--- config.mk ---
export PLATFORM = sky130hd
export DESIGN_NAME = mbe_cfg
export DESIGN_NICKNAME = d
export VERILOG_FILES = /design/src/hdl/mbe_pkg.sv /design/src/hdl/mbe_cfg.sv
export SDC_FILE = /design/constraint.sdc
export NUM_CORES = 1
export LEC_CHECK = 0
export ABC_AREA = 0
export BUFFER_PORTS_ARGS = -buffer_cell sky130_fd_sc_hd__buf_2
export CAP_MARGIN = 20
export CORE_ASPECT_RATIO = 0.8
export CORE_UTILIZATION = 50
export CTS_CLUSTER_SIZE = 12
export DETAILED_ROUTE_END_ITERATION = 6
export GPL_TIMING_DRIVEN = 1
export PLACE_DENSITY = 0.87
export SYNTH_ARGS = -nofsm -noshare
export SYNTH_HDL_FRONTEND = slang
export SYNTH_SLANG_ARGS = --single-unit
--- constraint.sdc ---
create_clock -name clk -period 1.8 [get_ports clk]
set_clock_uncertainty 0.15 [all_clocks]
set_input_delay 0.18 -clock clk [delete_from_list [all_inputs] [get_ports clk]]
set_output_delay 0.18 -clock clk [all_outputs]
set_load 0.02 [all_outputs]
--- src/hdl/mbe_pkg.sv ---
// ----------------------------------------------------------------------------
// mbe_pkg
// Shared types, widths, reset values and helpers for the escape-time
// pixel colouring block.
// ----------------------------------------------------------------------------
`default_nettype none

package mbe_pkg;

  // Field widths.
  localparam int COORD_W    = 16;
  localparam int Z_W        = 32;
  localparam int STEP_W     = 31;
  localparam int ITER_W     = 8;
  localparam int LIM_W      = 6;
  localparam int PIX_W      = 8;
  localparam int CFG_IDX_W  = 3;
  localparam int CFG_DATA_W = 32;

  // Arithmetic widths.
  localparam int SQ_W       = 2 * Z_W;
  localparam int PROD_C_W   = COORD_W + STEP_W;
  localparam int CW         = 17;
  localparam int QUO_W      = PIX_W;
  localparam int DIV_N_W    = CW + QUO_W;
  localparam int DIV_CNT_W  = $clog2(QUO_W);

  localparam int FRAC_BITS_DEF = 25;
  localparam int ITER_BOUND    = 255;
  localparam logic [11:0] ITER_BOUND_L = 12'(ITER_BOUND);

  // Register indexes.
  localparam logic [CFG_IDX_W-1:0] REG_X_ORIGIN     = 3'd0;
  localparam logic [CFG_IDX_W-1:0] REG_Y_ORIGIN     = 3'd1;
  localparam logic [CFG_IDX_W-1:0] REG_X_STEP       = 3'd2;
  localparam logic [CFG_IDX_W-1:0] REG_Y_STEP       = 3'd3;
  localparam logic [CFG_IDX_W-1:0] REG_MAX_ITER     = 3'd4;
  localparam logic [CFG_IDX_W-1:0] REG_ESCAPE_LIMIT = 3'd5;

  // Reset values.
  localparam logic [Z_W-1:0]    X_ORIGIN_RST     = -32'sd73819750;
  localparam logic [Z_W-1:0]    Y_ORIGIN_RST     = -32'sd40265318;
  localparam logic [STEP_W-1:0] X_STEP_RST       = 31'd100663;
  localparam logic [STEP_W-1:0] Y_STEP_RST       = 31'd100663;
  localparam logic [ITER_W-1:0] MAX_ITER_RST     = 8'd255;
  localparam logic [LIM_W-1:0]  ESCAPE_LIMIT_RST = 6'd25;

  localparam logic signed [SQ_W-1:0] Z_MAX_W = 64'sd2147483647;
  localparam logic signed [SQ_W-1:0] Z_MIN_W = -64'sd2147483648;

  typedef struct packed {
    logic [Z_W-1:0]    x_origin;
    logic [Z_W-1:0]    y_origin;
    logic [STEP_W-1:0] x_step;
    logic [STEP_W-1:0] y_step;
    logic [ITER_W-1:0] max_iter;
    logic [LIM_W-1:0]  escape_limit;
  } cfg_t;

  typedef enum logic [1:0] {
    CH_RED,
    CH_GREEN,
    CH_BLUE
  } chan_t;

  typedef struct packed {
    logic  load_pixel;
    logic  scale;
    logic  origin;
    logic  square;
    logic  step;
    logic  finish;
    logic  prep;
    logic  div_load;
    logic  div_step;
    logic  store_colour;
    logic  load_result;
    chan_t ch;
  } ctl_cmd_t;

  typedef struct packed {
    logic escaped;
    logic at_limit;
  } dp_stat_t;

  // Clamp a wide signed value to the signed 32-bit range.
  function automatic logic signed [Z_W-1:0] sat_z(input logic signed [SQ_W-1:0] v);
    if (v > Z_MAX_W) begin
      sat_z = {1'b0, {(Z_W-1){1'b1}}};
    end else if (v < Z_MIN_W) begin
      sat_z = {1'b1, {(Z_W-1){1'b0}}};
    end else begin
      sat_z = v[Z_W-1:0];
    end
  endfunction

endpackage

`default_nettype wire

--- src/hdl/mbe_cfg.sv ---
// ----------------------------------------------------------------------------
// mbe_cfg
// Configuration register file with a plain write port.
// ----------------------------------------------------------------------------
`default_nettype none

module mbe_cfg (
  input  logic                           clk,
  input  logic                           rst,
  input  logic                           cfg_we,
  input  logic [mbe_pkg::CFG_IDX_W-1:0]  cfg_index,
  input  logic [mbe_pkg::CFG_DATA_W-1:0] cfg_data,
  output mbe_pkg::cfg_t                  cfg
);
  import mbe_pkg::*;

  always_ff @(posedge clk) begin
    if (rst) begin
      cfg.x_origin     <= X_ORIGIN_RST;
      cfg.y_origin     <= Y_ORIGIN_RST;
      cfg.x_step       <= X_STEP_RST;
      cfg.y_step       <= Y_STEP_RST;
      cfg.max_iter     <= MAX_ITER_RST;
      cfg.escape_limit <= ESCAPE_LIMIT_RST;
    end else if (cfg_we) begin
      case (cfg_index)
        REG_X_ORIGIN:     cfg.x_origin     <= cfg_data[Z_W-1:0];
        REG_Y_ORIGIN:     cfg.y_origin     <= cfg_data[Z_W-1:0];
        REG_X_STEP:       cfg.x_step       <= cfg_data[STEP_W-1:0];
        REG_Y_STEP:       cfg.y_step       <= cfg_data[STEP_W-1:0];
        REG_MAX_ITER:     cfg.max_iter     <= cfg_data[ITER_W-1:0];
        REG_ESCAPE_LIMIT: cfg.escape_limit <= cfg_data[LIM_W-1:0];
        default: begin
          // Writes beyond the register list are dropped.
        end
      endcase
    end
  end

endmodule

`default_nettype wire

==> Flow_metrics.wiki <==
{| class="wikitable"
! Metric !! Value
|-
| Crit path max-delay family || flip-flops
|-
| Largest registers || cfg: 140 flops
|-
| Total number of nets in the final design || 757
|-
| Antenna violations before repair || 0
|-
| Core Rows || 33
|-
| Worst VDD drop || 0.000633 V
|-
| Port buffer count || 177
|-
| PnR worst setup slack || 0.514 ns
|-
| Worst path max stage delay || 0.37 ns
|-
| Portion of the post-synthesis area used by sequential elements || 51.3%
|-
| Clk Latency, worst-skew pair || 0.40 ns
|-
| Warnings, synthesis || 0
|-
| Max-cap viol count || 0
|-
| Die width || 119 um
|-
| Arrival time worst endpoint || 0.96 ns
|-
| Global-route wire length before repair || 22.0 mm
|-
| Number of search-and-repair iterations in the first detailed-routing pass || 4
|-
| CP required || 1.47 ns
|-
| Fin. max-slew vios || 0
|-
| Kind of end point of the critical path || primary output
|-
| Leakage power figure || 3.61 nW
|-
| Diodes inserted || 0
|-
| Vias in the first global route || 4,383
|-
| Number of post-CTS setup repair buffers || 0
|-
| Endpoints failing setup || 0
|-
| Hold path cells || 3
|-
| Final weighted congestion in routability-driven placement || 0.781
|-
| Post-synthesis share of cell area spent on and, or, nand and nor gates || 19.5%
|-
| Total congestion overflow || 0
|-
| Slowest library cell on the worst path || sky130_fd_sc_hd__dfxtp_1
|-
| RSZ-0062 raised after global routing || no
|-
| Dominant combinational cell family by area after synthesis || multiplexers
|-
| Core Box Area || 10,400 um^2
|-
| Final HPWL DP || 9.29 mm
|-
| Wirelength per Cell || 15.9 um
|-
| Clock buffer count from CTS || 17
|-
| Final core utilization || 70.9%
|-
| Chip height || 95.5 um
|-
| Portion of the clock cycle consumed by the worst path in the final layout || 71.4%
|-
| Max Fclk || 0.778 GHz
|-
| Number of distinct library cell variants in the gate-level netlist after synthesis || 14
|-
| Startpoint type of the worst setup path || register
|-
| Biggest area contributors in the synthesized netlist || sky130_fd_sc_hd__dfxtp_1 (51%), sky130_fd_sc_hd__mux2i_1 (26%), sky130_fd_sc_hd__nand2b_1 (11%)
|-
| Mapped Nets || 556
|-
| Starting Density || 52.3%
|-
| Count of buffering cells on the critical path with inverters included || 1
|-
| Crit path max fanout || 2
|-
| Total of hold buffers inserted after clock tree synthesis || 30
|-
| Tmin final || 1.29 ns
|-
| R2R depth || 2
|-
| HP Class || input port to register
|-
| Endpoints failing hold || 0
|-
| Sum of negative setup slack || 0 ns
|-
| Outcome || complete, no violations
|-
| Master cell of the clock root buffer || sky130_fd_sc_hd__clkbuf_16
|-
| Worst reg2reg setup slack || 0.95 ns
|-
| Top cell type by total area after synthesis || sky130_fd_sc_hd__dfxtp_1
|-
| Worst slew slack as a fraction of its limit || 61.5%
|-
| DRC errors left || 0
|-
| Share of the synthesized area in compound gates (AO/OA/AOI/OAI) || 0%
|-
| Cells traversed along the worst timing path || buf_2
|-
| Worst-path clk slew || 0.06 ns
|-
| Xor and xnor fraction of the mapped netlist area || 0%
|-
| Worst slack after detailed placement || 0.267 ns
|-
| Start point of the critical path || cfg[9]$_SDFFE_PP1P_
|-
| Via total after detailed routing || 4,379
|-
| Final wirelength || 13.9 mm
|-
| Synth Area per Inst || 10.6 um^2
|-
| GRT Util Overall || 24.9%
|-
| Final Total Pwr || 7.32 mW
|-
| Post-cts resize count || 0
|-
| Number of vias per cell after detailed routing || 5.02
|-
| Post-route antenna net violation count || 0
|-
| Htree depth || 4
|-
| Flip-flop count of the largest register after layout || 140
|-
| Post-route cell area || 7400 um^2
|-
| Yosys reg bits || 140
|-
| Sink count of the clock tree || 140
|-
| Portion of netlist area occupied by mux cells || 25.6%
|-
| Fraction of post-synthesis cell area in the top cell type by area || 51.3%
|-
| Total power divided by cell area || 988 nW/um^2
|-
| Most flops, register || cfg
|-
| Max clock buf depth || 2
|-
| Iteration-0 DRC Markers || 226
|-
| DIE AREA || 11,400 um^2
|-
| Proportion of layout cells with a drive suffix above 1 || 31.1%
|-
| Reg-to-reg critical path endpoint || cfg[25]$_SDFFE_PP1P_
|-
| Cell area after placement || 6500 um^2
|-
| End of the worst hold path || cfg[130]$_SDFFE_PP0P_
|-
| Cell count after synthesis || 518
|-
| Worst r2r src || cfg[25]$_SDFFE_PP1P_
|-
| Synth Area in Adders || 0%
|-
| Largest net degree at the start of global routing || 70
|-
| Worst hold path startpoint || cfg_data[22]
|-
| Number of filler cells placed in the layout || 771
|-
| Setup CP Type || register to primary output
|-
| Total standard cell area after synthesis || 5470 um^2
|-
| Area overhead of the layout relative to synthesis || 35.4%
|-
| Boundary Pins || 178
|-
| Worst Tran Pin Value || 0.577 ns
|-
| CTS tree || done
|}
==> kinds of logic (layout without fill, tap and decap cells) <==
family / after synthesis / after routing
buffers and inverters: 39 / 253
DFF: 140 / 140
and+or+nand+nor: 199 / 199
muxes: 140 / 140
==> cell usage in the layout (no fill, tap or decap) <==
cell / count
sky130_fd_sc_hd__buf_12: 3
sky130_fd_sc_hd__clkbuf_16: 17
sky130_fd_sc_hd__nand4b_1: 2
sky130_fd_sc_hd__nor4bb_4: 1
sky130_fd_sc_hd__nand4bb_2: 1
sky130_fd_sc_hd__clkinvlp_4: 5
sky130_fd_sc_hd__nor2_1: 91
sky130_fd_sc_hd__or4b_4: 1
sky130_fd_sc_hd__and4bb_2: 1
sky130_fd_sc_hd__nand4bb_1: 2
sky130_fd_sc_hd__dlygate4sd3_1: 30
sky130_fd_sc_hd__dfxtp_1: 140
sky130_fd_sc_hd__buf_4: 12
sky130_fd_sc_hd__inv_6: 1
sky130_fd_sc_hd__buf_2: 176
sky130_fd_sc_hd__mux2i_1: 140
sky130_fd_sc_hd__nor4b_4: 1
sky130_fd_sc_hd__clkinv_2: 4
sky130_fd_sc_hd__bufinv_16: 3
sky130_fd_sc_hd__clkinv_4: 2
sky130_fd_sc_hd__nand2b_1: 99
==> through the flow <==
| step | hold slack (ns) | instances |
|---|---|---|
| 6_report | 0.00751 | 872 |
| 5_1_grt | 0.0243 | 872 |
| 4_1_cts | 0.00728 | 872 |
| 3_5_place_dp | 0.309 | 810 |
| 3_3_place_gp | 0.295 | 810 |
| 2_1_floorplan | 0.182 | 518 |
==> Yosys cell counts <==
cell                        instances
sky130_fd_sc_hd__and4bb_2           1
sky130_fd_sc_hd__buf_6              2
sky130_fd_sc_hd__or4b_4             1
sky130_fd_sc_hd__nand4bb_1          3
sky130_fd_sc_hd__nor4b_2            1
sky130_fd_sc_hd__nand4b_1           2
sky130_fd_sc_hd__dfxtp_1          140
sky130_fd_sc_hd__nor2_1            91
sky130_fd_sc_hd__nand2b_1          99
sky130_fd_sc_hd__buf_4              4
sky130_fd_sc_hd__buf_2             18
sky130_fd_sc_hd__mux2i_1          140
sky130_fd_sc_hd__clkbuf_1          15
sky130_fd_sc_hd__nor4bb_1           1
==> routing by layer <==
metal	track usage [%]	wire, um
met1	29.7	6000
met2	44.0	6830
met3	5.56	837
met4	9.70	210
met5	0	0
==> worst max-delay path by stage <==
stage | slack, ns | depth (start not counted) | end
3_5_place_dp | 0.27 | 4 | cfg[80]$_SDFFE_PP1P_
6_report | 0.51 | 1 | cfg[9]
5_1_grt | 0.48 | 1 | cfg[81]
2_1_floorplan | 0.41 | 4 | cfg[128]$_SDFFE_PP1P_
3_3_place_gp | 0.36 | 3 | cfg[129]$_SDFFE_PP0P_
4_1_cts | 0.52 | 1 | cfg[129]
==> power by group <==
group          total [mW]  switching [mW]  internal, mW
Combinational       0.588           0.330         0.258
Sequential           3.21          0.0374          3.17
Clock                3.52            1.35          2.18
==> area by class of cell <==
class | count | area, um^2 | area share [%]
Clock buffer | 17 | 425 | 5.75
Timing Repair Buffer | 221 | 1330 | 18.0
Sequential cell | 140 | 2800 | 37.9
Clock inverter | 15 | 174 | 2.35
Tap cell | 140 | 175 | 2.37
Multi-Input combinational cell | 339 | 2490 | 33.7
==> worst register-to-register path, stage by stage (launching register included) <==
cell	delay [ns]
sky130_fd_sc_hd__dfxtp_1	0.32
sky130_fd_sc_hd__nor2_1	0.13
sky130_fd_sc_hd__mux2i_1	0.11
(Power assumes the default switching activity.)
