## config.mk

```make
export PLATFORM = sky130hd
export DESIGN_NAME = mbe_ctrl
export DESIGN_NICKNAME = d
export VERILOG_FILES = /design/src/hdl/mbe_pkg.sv /design/src/hdl/mbe_ctrl.sv
export SDC_FILE = /design/constraint.sdc
export NUM_CORES = 1
export LEC_CHECK = 0
export BUFFER_PORTS_ARGS = -buffer_cell sky130_fd_sc_hd__buf_2
export CELL_PAD_IN_SITES_DETAIL_PLACEMENT = 0
export CELL_PAD_IN_SITES_GLOBAL_PLACEMENT = 2
export CORE_MARGIN = 5
export CORE_UTILIZATION = 26
export DETAILED_ROUTE_END_ITERATION = 10
export GPL_TIMING_DRIVEN = 0
export PLACE_DENSITY = 0.73
export RECOVER_POWER = 50
export SETUP_SLACK_MARGIN = 0.1
export SKIP_CTS_REPAIR_TIMING = 1
export SYNTH_ARGS = -nofsm -noshare
export SYNTH_HDL_FRONTEND = slang
export SYNTH_SLANG_ARGS = --single-unit
```

## constraint.sdc

```tcl
create_clock -name clk -period 1.9 [get_ports clk]
set_input_delay 0.095 -clock clk [delete_from_list [all_inputs] [get_ports clk]]
set_output_delay 0.095 -clock clk [all_outputs]
set_load 0.01 [all_outputs]
```

## src/hdl/mbe_pkg.sv

```systemverilog
// ----------------------------------------------------------------------------
// mbe_pkg
// Shared types, widths, reset values and helpers for the escape-time
// pixel colouring block.
// ----------------------------------------------------------------------------
`default_nettype none

package mbe_pkg;

  // Field widths.
  localparam int COORD_W    = 16;
  localparam int Z_W        = 32;
  localparam int STEP_W     = 31;
  localparam int ITER_W     = 8;
  localparam int LIM_W      = 6;
  localparam int PIX_W      = 8;
  localparam int CFG_IDX_W  = 3;
  localparam int CFG_DATA_W = 32;

  // Arithmetic widths.
  localparam int SQ_W       = 2 * Z_W;
  localparam int PROD_C_W   = COORD_W + STEP_W;
  localparam int CW         = 17;
  localparam int QUO_W      = PIX_W;
  localparam int DIV_N_W    = CW + QUO_W;
  localparam int DIV_CNT_W  = $clog2(QUO_W);

  localparam int FRAC_BITS_DEF = 25;
  localparam int ITER_BOUND    = 255;
  localparam logic [11:0] ITER_BOUND_L = 12'(ITER_BOUND);

  // Register indexes.
  localparam logic [CFG_IDX_W-1:0] REG_X_ORIGIN     = 3'd0;
  localparam logic [CFG_IDX_W-1:0] REG_Y_ORIGIN     = 3'd1;
  localparam logic [CFG_IDX_W-1:0] REG_X_STEP       = 3'd2;
  localparam logic [CFG_IDX_W-1:0] REG_Y_STEP       = 3'd3;
  localparam logic [CFG_IDX_W-1:0] REG_MAX_ITER     = 3'd4;
  localparam logic [CFG_IDX_W-1:0] REG_ESCAPE_LIMIT = 3'd5;

  // Reset values.
  localparam logic [Z_W-1:0]    X_ORIGIN_RST     = -32'sd73819750;
  localparam logic [Z_W-1:0]    Y_ORIGIN_RST     = -32'sd40265318;
  localparam logic [STEP_W-1:0] X_STEP_RST       = 31'd100663;
  localparam logic [STEP_W-1:0] Y_STEP_RST       = 31'd100663;
  localparam logic [ITER_W-1:0] MAX_ITER_RST     = 8'd255;
  localparam logic [LIM_W-1:0]  ESCAPE_LIMIT_RST = 6'd25;

  localparam logic signed [SQ_W-1:0] Z_MAX_W = 64'sd2147483647;
  localparam logic signed [SQ_W-1:0] Z_MIN_W = -64'sd2147483648;

  typedef struct packed {
    logic [Z_W-1:0]    x_origin;
    logic [Z_W-1:0]    y_origin;
    logic [STEP_W-1:0] x_step;
    logic [STEP_W-1:0] y_step;
    logic [ITER_W-1:0] max_iter;
    logic [LIM_W-1:0]  escape_limit;
  } cfg_t;

  typedef enum logic [1:0] {
    CH_RED,
    CH_GREEN,
    CH_BLUE
  } chan_t;

  typedef struct packed {
    logic  load_pixel;
    logic  scale;
    logic  origin;
    logic  square;
    logic  step;
    logic  finish;
    logic  prep;
    logic  div_load;
    logic  div_step;
    logic  store_colour;
    logic  load_result;
    chan_t ch;
  } ctl_cmd_t;

  typedef struct packed {
    logic escaped;
    logic at_limit;
  } dp_stat_t;

  // Clamp a wide signed value to the signed 32-bit range.
  function automatic logic signed [Z_W-1:0] sat_z(input logic signed [SQ_W-1:0] v);
    if (v > Z_MAX_W) begin
      sat_z = {1'b0, {(Z_W-1){1'b1}}};
    end else if (v < Z_MIN_W) begin
      sat_z = {1'b1, {(Z_W-1){1'b0}}};
    end else begin
      sat_z = v[Z_W-1:0];
    end
  endfunction

endpackage

`default_nettype wire

```

## src/hdl/mbe_ctrl.sv

```systemverilog
// ----------------------------------------------------------------------------
// mbe_ctrl
// Sequencer: pixel intake, iteration loop, three divider passes and the
// output register handshake.
// ----------------------------------------------------------------------------
`default_nettype none

module mbe_ctrl (
  input  logic              clk,
  input  logic              rst,
  input  logic              in_valid,
  output logic              in_ready,
  output logic              out_valid,
  input  logic              out_ready,
  input  mbe_pkg::dp_stat_t stat,
  output mbe_pkg::ctl_cmd_t cmd
);
  import mbe_pkg::*;

  typedef enum logic [3:0] {
    S_IDLE,
    S_SCALE,
    S_ORIGIN,
    S_SQUARE,
    S_CHECK,
    S_PREP,
    S_LOAD,
    S_DIVIDE,
    S_STORE,
    S_DONE
  } state_t;

  state_t               state;
  logic [DIV_CNT_W-1:0] cnt;
  chan_t                ch;
  logic                 done_go;

  assign in_ready = (state == S_IDLE);
  assign done_go  = (state == S_DONE) && (!out_valid || out_ready);

  always_comb begin
    cmd              = '0;
    cmd.ch           = ch;
    cmd.load_pixel   = (state == S_IDLE) && in_valid;
    cmd.scale        = (state == S_SCALE);
    cmd.origin       = (state == S_ORIGIN);
    cmd.square       = (state == S_SQUARE);
    cmd.finish       = (state == S_CHECK) && (stat.escaped || stat.at_limit);
    cmd.step         = (state == S_CHECK) && !(stat.escaped || stat.at_limit);
    cmd.prep         = (state == S_PREP);
    cmd.div_load     = (state == S_LOAD);
    cmd.div_step     = (state == S_DIVIDE);
    cmd.store_colour = (state == S_STORE);
    cmd.load_result  = done_go;
  end

  always_ff @(posedge clk) begin
    if (rst) begin
      state     <= S_IDLE;
      cnt       <= '0;
      ch        <= CH_RED;
      out_valid <= 1'b0;
    end else begin
      // A new result may be loaded in the same cycle as the old one leaves.
      if (done_go) begin
        out_valid <= 1'b1;
      end else if (out_valid && out_ready) begin
        out_valid <= 1'b0;
      end
      case (state)
        S_IDLE: begin
          if (in_valid) begin
            state <= S_SCALE;
          end
        end
        S_SCALE:  state <= S_ORIGIN;
        S_ORIGIN: state <= S_SQUARE;
        S_SQUARE: state <= S_CHECK;
        S_CHECK: begin
          if (stat.escaped || stat.at_limit) begin
            state <= S_PREP;
          end else begin
            state <= S_SQUARE;
          end
        end
        S_PREP: begin
          ch    <= CH_RED;
          state <= S_LOAD;
        end
        S_LOAD: begin
          cnt   <= '0;
          state <= S_DIVIDE;
        end
        S_DIVIDE: begin
          cnt <= cnt + DIV_CNT_W'(1);
          if (cnt == DIV_CNT_W'(QUO_W - 1)) begin
            state <= S_STORE;
          end
        end
        S_STORE: begin
          case (ch)
            CH_RED: begin
              ch    <= CH_GREEN;
              state <= S_LOAD;
            end
            CH_GREEN: begin
              ch    <= CH_BLUE;
              state <= S_LOAD;
            end
            default: begin
              state <= S_DONE;
            end
          endcase
        end
        S_DONE: begin
          if (done_go) begin
            state <= S_IDLE;
          end
        end
        default: state <= S_IDLE;
      endcase
    end
  end

endmodule

`default_nettype wire

```

==> flow_summary_export.csv, run 1 <==
group,metric,value,unit
cells_and_area,layout_commonest_cell,"buf_2",
sta,slew_headroom,0.668,
grt,grt_pass1_vias,613,
grt,grt_max_degree,11,
cells_and_area,ff_latch_area,200,µm²
job,cap_violations,0,
clocking,cts-buffers-inserted,3,
pwr,ir_drop,0.229,mV
worst_setup_path,critical_path.endpoint_type,"output port",
routing,wl_per_cell,12.6,µm
yosys,yosys-top-cells-area,"dfxtp_1 (33%), a21oi_1 (6.6%), nand2b_1 (5.2%)",
status,outcome,"finished clean",
yosys,syn-cell-area,607,µm²
sta,fin_setup_tns,0,ns
sta,hold_viol_final,0,
routing,vias,621,
hold_path,min_from,"out_ready",
yosys,synthCells,75,
sta,min_period,1.73,ns
yosys,syn-num-nets,83,
worst_setup_path,r2r_end,"ch[0]",
floorplan,dieArea,3400,µm²
clocking,cts-htree-levels,1,
grt,grt_pass1_wl,2650,µm
hold_path,min_path_cells,3,
cells_and_area,fillerInstances,268,
worst_setup_path,rr_worst_depth,3,
routing,firstDrtPassIters,4,
clocking,cts_tree,"yes",
grt,grt.total_usage,0.101,
yosys,ys_ff_latch,10,
worst_setup_path,cp_max_fo,10,
hold_path,whs_endpoint,"out_valid",
pwr,power_density,665,nW/µm²
place,place.gp.congestion,0.736,
cells_and_area,final_cell_mix,"buf_2 (14), dfxtp_1 (10), clkbuf_1 (8), nor2_1 (8), a21oi_1 (8)",
routing,route.detailed.drc,0,
hold_path,hold_path_class,"primary input to flop",
floorplan,fp.dieW,58.3,µm
worst_setup_path,r2r_setup_slack,0.41,ns
yosys,syn_avg_cell_area,8.09,µm²
sta,rsz0062_at_grt,"no",
place,port_buffers,19,
routing,drt-total-wl,1580,µm
clocking,root_buffer,"clkbuf_4",
sta,clock_skew,0.00155,ns
cells_and_area,area_growth,26.2,%
sta,slew_violations,0,
clocking,clk_latency,0.26,ns
cells_and_area,diodes,0,
grt,grt-ovfl-total,0,
floorplan,pin_count,21,
floorplan,core,2210,µm²
cells_and_area,fin_util,0.346,
yosys,yosysWarnings,0,
worst_setup_path,crit_arrival,1.63,ns
clocking,clkTransAtPathRegs,0.07,ns
yosys,yosysSeqAreaShare,0.330,
yosys,synth_top_area_frac,0.330,
worst_setup_path,critPathLaunchType,"flop",
worst_setup_path,cp.required,1.80,ns
sta,setup_viol,0,
yosys,ys_types,36,
cells_and_area,final_nets,107,
sta,timing.hold.ws,0.134,ns
routing,drt_iter0_drc,10,
place,dp_hpwl,1200,µm
floorplan,std_cell_rows,17,
routing,ant_nets,0,
pwr,p_leak,0.324,nW
floorplan,die_h,58.3,µm
sta,finalCritPeriodShare,0.908,
routing,viasPerCell,4.93,
worst_setup_path,r2r-start,"state[1]",
cells_and_area,multi_input_area,364,µm²
sta,worst_slew_pin_slew,0.498,ns
cells_and_area,drive_above_1_share,0.214,
sta,fmax,0.580,GHz
grt,antenna_found_initial,0,
floorplan,initial_utilization,0.274,
clocking,numClockSinks,10,
clocking,clk_path_buf_depth,2,
worst_setup_path,crit_type,"flop to output port",
yosys,yosysTopAreaCell,"dfxtp_1",
-- flip-flops by register name (all words and copies together), names as in the netlist --
name	flops
state	4
cnt	3
ch	2
out_valid	1
-- worst max-delay path: stages (launching register included) --
cell	delay, ns
dfxtp_1	0.37
clkbuf_1	0.23
or3_1	0.43
nor2b_1	0.12
buf_4	0.10
buf_2	0.11
-- synth_stat cells --
cell	n
nand4bb_1	1
nor3_1	4
and4b_1	1
or4b_4	1
ha_1	2
a31oi_1	1
nor4b_1	1
nand2b_1	5
nor4_1	1
buf_2	1
or3_1	2
a21oi_1	8
buf_4	1
a22oi_1	1
buf_1	1
nand3b_1	1
nand2_1	2
o21ai_0	1
nor2b_1	2
o211ai_1	1
and3b_1	1
nor2_1	8
o22a_1	1
dfxtp_1	10
and2_1	1
mux2i_1	1
a221o_1	1
inv_1	3
o32a_1	1
and3_1	1
o311ai_0	1
or4_1	1
nand3_1	2
clkbuf_1	3
or3b_2	1
or4b_1	1
-- kinds of logic after synthesis --
logic type	count (synthesis)	synth area share
AOI/OAI and AO/OA	16	0.171
adders and majority gates	2	0.0412
buffers and inverters	9	0.0639
DFF	10	0.330
muxes	1	0.0165
and+or+nand+nor	37	0.377
-- stage by stage --
step / total power, mW / cell area (µm²) / setup WS [ns] / std cells
2_1_floorplan: 0.289 / 607 / 0.532 / 75
3_3_place_gp: 0.323 / 737 / 0.439 / 122
3_5_place_dp: 0.323 / 737 / 0.435 / 122
4_1_cts: 0.517 / 773 / 0.162 / 126
5_1_grt: 0.538 / 766 / 0.0926 / 126
6_report: 0.509 / 766 / 0.175 / 126
-- how the worst max path moves through the flow --
stage                   from        to  slack (ns)
global placement    state[0]  state[1]        0.44
CTS                 state[3]    cmd[2]        0.16
floorplan           state[1]     ch[0]        0.53
detailed placement  state[3]  state[0]        0.44
global route        state[1]    cmd[2]        0.09
finish              state[1]    cmd[2]        0.17
-- where the power goes --
part,leakage (nW),switching (mW),internal (mW)
clock network,0.0210,0.0752,0.116
logic,0.222,0.0540,0.0371
registers,0.0810,0.0102,0.216
total,0.324,0.139,0.370
-- routing by layer --
layer  track usage  up-vias  wire length, µm
met5             0        -                0
met3        0.0132        4               83
li1              -      319                -
met2         0.148       23              670
met1         0.136      275              795
met4        0.0695        0               33
-- layout make-up --
| type | count | area share |
|---|---|---|
| Multi-Input combinational cell | 56 | 0.475 |
| Sequential cell | 10 | 0.261 |
| Timing Repair Buffer | 19 | 0.116 |
| Clock buffer | 4 | 0.0474 |
| Tap cell | 28 | 0.0458 |
| Buffer | 6 | 0.0392 |
| Inverter | 3 | 0.0147 |
(Power assumes the default switching activity.)
==> inputs of run 2 (changes only) <==
--- a/config.mk
+++ b/config.mk
@@ -12,7 +12,7 @@
 export CORE_UTILIZATION = 26
 export DETAILED_ROUTE_END_ITERATION = 10
 export GPL_TIMING_DRIVEN = 0
-export PLACE_DENSITY = 0.73
+export PLACE_DENSITY = 0.74
 export RECOVER_POWER = 50
 export SETUP_SLACK_MARGIN = 0.1
 export SKIP_CTS_REPAIR_TIMING = 1
==> run 2 against run 1 <==
Register-to-register slack is essentially flat. Hold slack gained 0.014 ns. Sequential cell count is the same. Sequential share of layout area is the same. Via count shrank 1.4%. Setup slack gained 0.0083 ns. Count of clock-buffer cells in the layout is the same. Non-clock buffer count is the same. Utilization is the same. Clock skew is essentially flat. Total power grew 0.61%. Final cell count is the same.
==> flow_summary_export.csv, run 2 (synthesized netlist as in run 1, its figures left out) <==
group,metric,value,unit
pwr,p_seq_frac,0.441,
cells_and_area,area_growth,26.2,%
hold_path,hold_path_class,"primary input to flop",
pwr,ir_drop,0.212,mV
sta,fin_setup_tns,0,ns
place,place_inst,122,
cells_and_area,largest_reg_flops,4,
grt,grt.total_usage,0.0936,
worst_setup_path,crit_type,"flop to output port",
place,port_buffers,19,
place,dp_hpwl,1180,µm
status,outcome,"finished clean",
sta,slew_headroom,0.700,
cells_and_area,multi_input_area,364,µm²
sta,setup_viol,0,
worst_setup_path,critical_path.endpoint_type,"output port",
routing,ant_nets,0,
cells_and_area,largest_registers,"state: 4 flops, cnt: 3 flops, ch: 2 flops",
grt,grt_max_degree,11,
pwr,p_sw,0.142,mW
sta,timing.hold.ws,0.148,ns
sta,clock_skew,0.00179,ns
clocking,cts-htree-levels,1,
pwr,p_int,0.370,mW
sta,rsz0062_at_grt,"no",
worst_setup_path,critPathLaunchType,"flop",
floorplan,pin_count,21,
cells_and_area,layout_commonest_cell,"buf_2",
floorplan,dieArea,3400,µm²
sta,worst_slew_pin_slew,0.449,ns
sta,hold_viol_final,0,
routing,vias,612,
grt,globalRouteMet2Util,0.145,
pwr,p_sw_frac,0.278,
routing,drt-total-wl,1570,µm
sta,fmax,0.582,GHz
worst_setup_path,crit_arrival,1.62,ns
pwr,p_leak,0.323,nW
place,place.gp.congestion,0.750,
cells_and_area,stdcell_count,126,
sta,finalCritPeriodShare,0.904,
floorplan,fp.dieW,58.3,µm
pwr,power_density,669,nW/µm²
clocking,cts_tree,"yes",
floorplan,die_h,58.3,µm
routing,firstDrtPassIters,4,
routing,viasPerCell,4.86,
grt,grt-ovfl-total,0,
cells_and_area,final_nets,107,
cells_and_area,largest-register,"state",
clocking,clkTransAtPathRegs,0.07,ns
sta,slew_violations,0,
routing,drt_iter0_drc,19,
clocking,numClockSinks,10,
cells_and_area,final_cell_mix,"buf_2 (14), dfxtp_1 (10), clkbuf_1 (8), nor2_1 (8), a21oi_1 (8)",
clocking,root_buffer,"clkbuf_4",
cells_and_area,drive_above_1_share,0.214,
cells_and_area,diodes,0,
routing,wl_per_cell,12.5,µm
worst_setup_path,cp.required,1.80,ns
grt,grt_pass1_wl,2530,µm
grt,grt_pass1_vias,548,
pwr,clockPowerShare,0.382,
clocking,cts-buffers-inserted,3,
cells_and_area,fillerInstances,257,
job,cap_violations,0,
worst_setup_path,cp_max_fo,10,
routing,route.detailed.drc,0,
floorplan,core,2210,µm²
grt,top_usage_layer,"met2",
grt,use_met3,0.0197,
grt,use_met1,0.125,
pwr,pwr-share-comb,0.176,
cells_and_area,ff_latch_area,200,µm²
grt,antenna_found_initial,0,
sta,min_period,1.72,ns
floorplan,std_cell_rows,17,
clocking,clk_path_buf_depth,2,
clocking,clk_latency,0.27,ns
floorplan,initial_utilization,0.274,
run 2: final timing paths:
path                to       from  slack [ns]  depth (start not counted)
min          out_valid  out_ready        0.15                          3
min reg2reg     cnt[1]     cnt[1]        0.46                          2
max             cmd[2]   state[3]        0.18                          6
max reg2reg      ch[0]   state[1]        0.41                          3
run 2: area by class of cell:
cell class	instances	area share
Sequential cell	10	0.261
Multi-Input combinational cell	56	0.475
Tap cell	28	0.0458
Clock buffer	4	0.0474
Inverter	3	0.0147
Timing Repair Buffer	19	0.116
Buffer	6	0.0392
run 2: routing by layer:
layer,wire length [µm],part of all wire
met5,0,0
met2,684,0.44
met1,775,0.49
met3,90,0.057
met4,19,0.012
run 2: critical path, cell delays in order (launching register included):
cell and delay, ns:
dfxtp_1 0.38, clkbuf_4 0.21, inv_1 0.07, or3_1 0.37
nor2b_1 0.12, buf_4 0.10, buf_2 0.11
run 2: metrics by stage:
step           setup WS (ns)   util  power, mW  cell area [µm²]
3_5_place_dp           0.447  0.333      0.322              737
2_1_floorplan          0.532      -      0.289              607
5_1_grt                0.106  0.346      0.539              766
3_3_place_gp           0.431  0.333      0.324              737
6_report               0.183  0.346      0.512              766
4_1_cts                0.152  0.350      0.520              773
run 2: power groups by stage:
stage / clock [mW] / sequential (mW) / combinational (mW)
final: 0.196 / 0.226 / 0.0902
after global routing: 0.211 / 0.227 / 0.101
after CTS: 0.203 / 0.226 / 0.0922
after global placement: 0 / 0.231 / 0.0928
after detailed placement: 0 / 0.230 / 0.0920
after floorplan: 0 / 0.228 / 0.0611
==> inputs of run 3 (changes only) <==
--- a/config.mk
+++ b/config.mk
@@ -9,10 +9,10 @@
 export CELL_PAD_IN_SITES_DETAIL_PLACEMENT = 0
 export CELL_PAD_IN_SITES_GLOBAL_PLACEMENT = 2
 export CORE_MARGIN = 5
-export CORE_UTILIZATION = 26
+export CORE_UTILIZATION = 28
 export DETAILED_ROUTE_END_ITERATION = 10
 export GPL_TIMING_DRIVEN = 0
-export PLACE_DENSITY = 0.74
+export PLACE_DENSITY = 0.79
 export RECOVER_POWER = 50
 export SETUP_SLACK_MARGIN = 0.1
 export SKIP_CTS_REPAIR_TIMING = 1
==> constraint.sdc (replaced) <==
create_clock -name clk -period 2.05 [get_ports clk]
set_input_delay 0.41 -clock clk [delete_from_list [all_inputs] [get_ports clk]]
set_output_delay 0.41 -clock clk [all_outputs]
set_load 0.01 [all_outputs]
==> run 3 against run 2 <==
Sequential power decreased by 7%. Utilization is 5.4 points higher. Final cell count rose by 1.6%. Die area down 5.9%. First-iteration DRC count rose by 5.3%. Sequential cell count stayed put. Critical endpoint unchanged. Largest cell class unchanged.
==> flow_summary_export.csv, run 3 (synthesized netlist as in run 1, its figures left out) <==
group,metric,value,unit
routing,viasPerCell,5.02,
routing,firstDrtPassIters,3,
sta,hold_viol_final,0,
cells_and_area,largest_reg_flops,4,
clocking,cts-buffers-inserted,3,
routing,drt_iter0_drc,20,
worst_setup_path,crit_slowest_cell,"dfxtp_1",
floorplan,pin_count,21,
worst_setup_path,cp_cell_sequence,"nand2b_1 > or3_1 > nor2b_1 > buf_4 > buf_2",
cells_and_area,layout_commonest_cell,"buf_2",
cells_and_area,area_growth,33.4,%
worst_setup_path,max_stage_delay,0.35,ns
pwr,p_leak,0.374,nW
routing,drt-total-wl,1620,µm
sta,rsz0062_at_grt,"yes",
place,dp_hpwl,1180,µm
clocking,numClockSinks,10,
worst_setup_path,r2r_setup_slack,0.57,ns
worst_setup_path,critPathLaunchType,"flop",
place,place.gp.congestion,0.757,
worst_setup_path,cp_max_fo,6,
cells_and_area,stdcell_count,128,
hold_path,hold_path_class,"primary input to flop",
cells_and_area,final_cell_mix,"buf_2 (19), nor2_1 (8), a21oi_1 (8)",
sta,fmax,0.517,GHz
hold_path,min_path_cells,3,
clocking,clk_path_buf_depth,2,
hold_path,min_from,"out_ready",
floorplan,initial_utilization,0.300,
status,outcome,"finished clean",
routing,vias,643,
sta,clock_skew,0.00582,ns
clocking,cts_tree,"yes",
grt,antenna_found_initial,0,
cells_and_area,multi_input_area,368,µm²
worst_setup_path,r2r_end,"state[1]",
routing,wl_per_cell,12.6,µm
routing,ant_nets,0,
worst_setup_path,rr_worst_depth,5,
sta,finalCritPeriodShare,0.943,
cells_and_area,drive_above_1_share,0.347,
place,pre_cts_ws,0.281,ns
cells_and_area,final_nets,110,
grt,grt_pass1_vias,575,
floorplan,die_h,56.6,µm
floorplan,core,2020,µm²
grt,grt_pass1_wl,2640,µm
worst_setup_path,critical_path.endpoint_type,"output port",
hold_path,whs_endpoint,"out_valid",
sta,slew_violations,0,
grt,grt.total_usage,0.106,
clocking,cts-htree-levels,1,
floorplan,std_cell_rows,16,
floorplan,dieArea,3200,µm²
sta,worst_slew_pin_slew,0.470,ns
clocking,root_buffer,"clkbuf_4",
place,place_inst,121,
job,cap_violations,0,
sta,min_period,1.93,ns
clocking,clkTransAtPathRegs,0.07,ns
pwr,ir_drop,0.347,mV
cells_and_area,largest_registers,"state: 4 flops, cnt: 3 flops, ch: 2 flops",
cells_and_area,diodes,0,
worst_setup_path,crit_type,"flop to output port",
pwr,power_density,596,nW/µm²
worst_setup_path,crit_arrival,1.52,ns
place,port_buffers,19,
grt,grt-ovfl-total,0,
pwr,p_total,0.482,mW
cells_and_area,fillerInstances,232,
routing,route.detailed.drc,0,
sta,slew_headroom,0.686,
sta,setup_viol,0,
cells_and_area,ff_latch_area,204,µm²
floorplan,fp.dieW,56.6,µm
worst_setup_path,r2r-start,"cnt[0]",
worst_setup_path,cp.required,1.64,ns
cells_and_area,largest-register,"state",
clocking,clk_latency,0.28,ns
sta,setup_ws,0.116,ns
grt,grt_max_degree,11,
## run 3: worst max-delay path by stage
stage	from	to
5_1_grt	state[1]	cmd[2]
4_1_cts	state[3]	cmd[2]
3_3_place_gp	state[3]	cmd[2]
3_5_place_dp	state[3]	cmd[2]
6_report	state[2]	cmd[2]
2_1_floorplan	state[1]	cmd[12]
## run 3: layer usage
layer	global-route usage	wire length, µm	vias up
li1	-	-	327
met1	0.137	753	297
met2	0.153	741	14
met3	0.0505	97	5
met4	0.0373	23	0
met5	0	0	-
## run 3: metrics by stage
step | cell area, µm² | setup TNS, ns | hold slack [ns] | util
after floorplan | 607 | 0 | 0.436 | -
after global placement | 736 | 0 | 0.448 | 0.364
after detailed placement | 736 | 0 | 0.456 | 0.364
after CTS | 772 | -0.0277 | 0.454 | 0.382
after global routing | 810 | -0.0136 | 0.477 | 0.400
final | 810 | 0 | 0.444 | 0.400
## run 3: area by class of cell
class / count / share of cell area
plain buffers: 6 / 0.0479
multi-input cells: 56 / 0.454
well taps: 27 / 0.0417
clock buffers: 4 / 0.0448
repair buffers: 22 / 0.145
flip-flops and latches: 10 / 0.252
inverters: 3 / 0.0139
## run 3: where the power goes
part,switching [mW],internal [mW]
logic,0.0495,0.0376
clock network,0.0761,0.108
registers,0.00975,0.201
## run 3: critical path, delay by kind of cell, from the launching register on
family | cells | cell delay, ns
buffers and inverters | 2 | 0.22
flip-flops | 1 | 0.35
AND/OR/NAND/NOR | 3 | 0.67
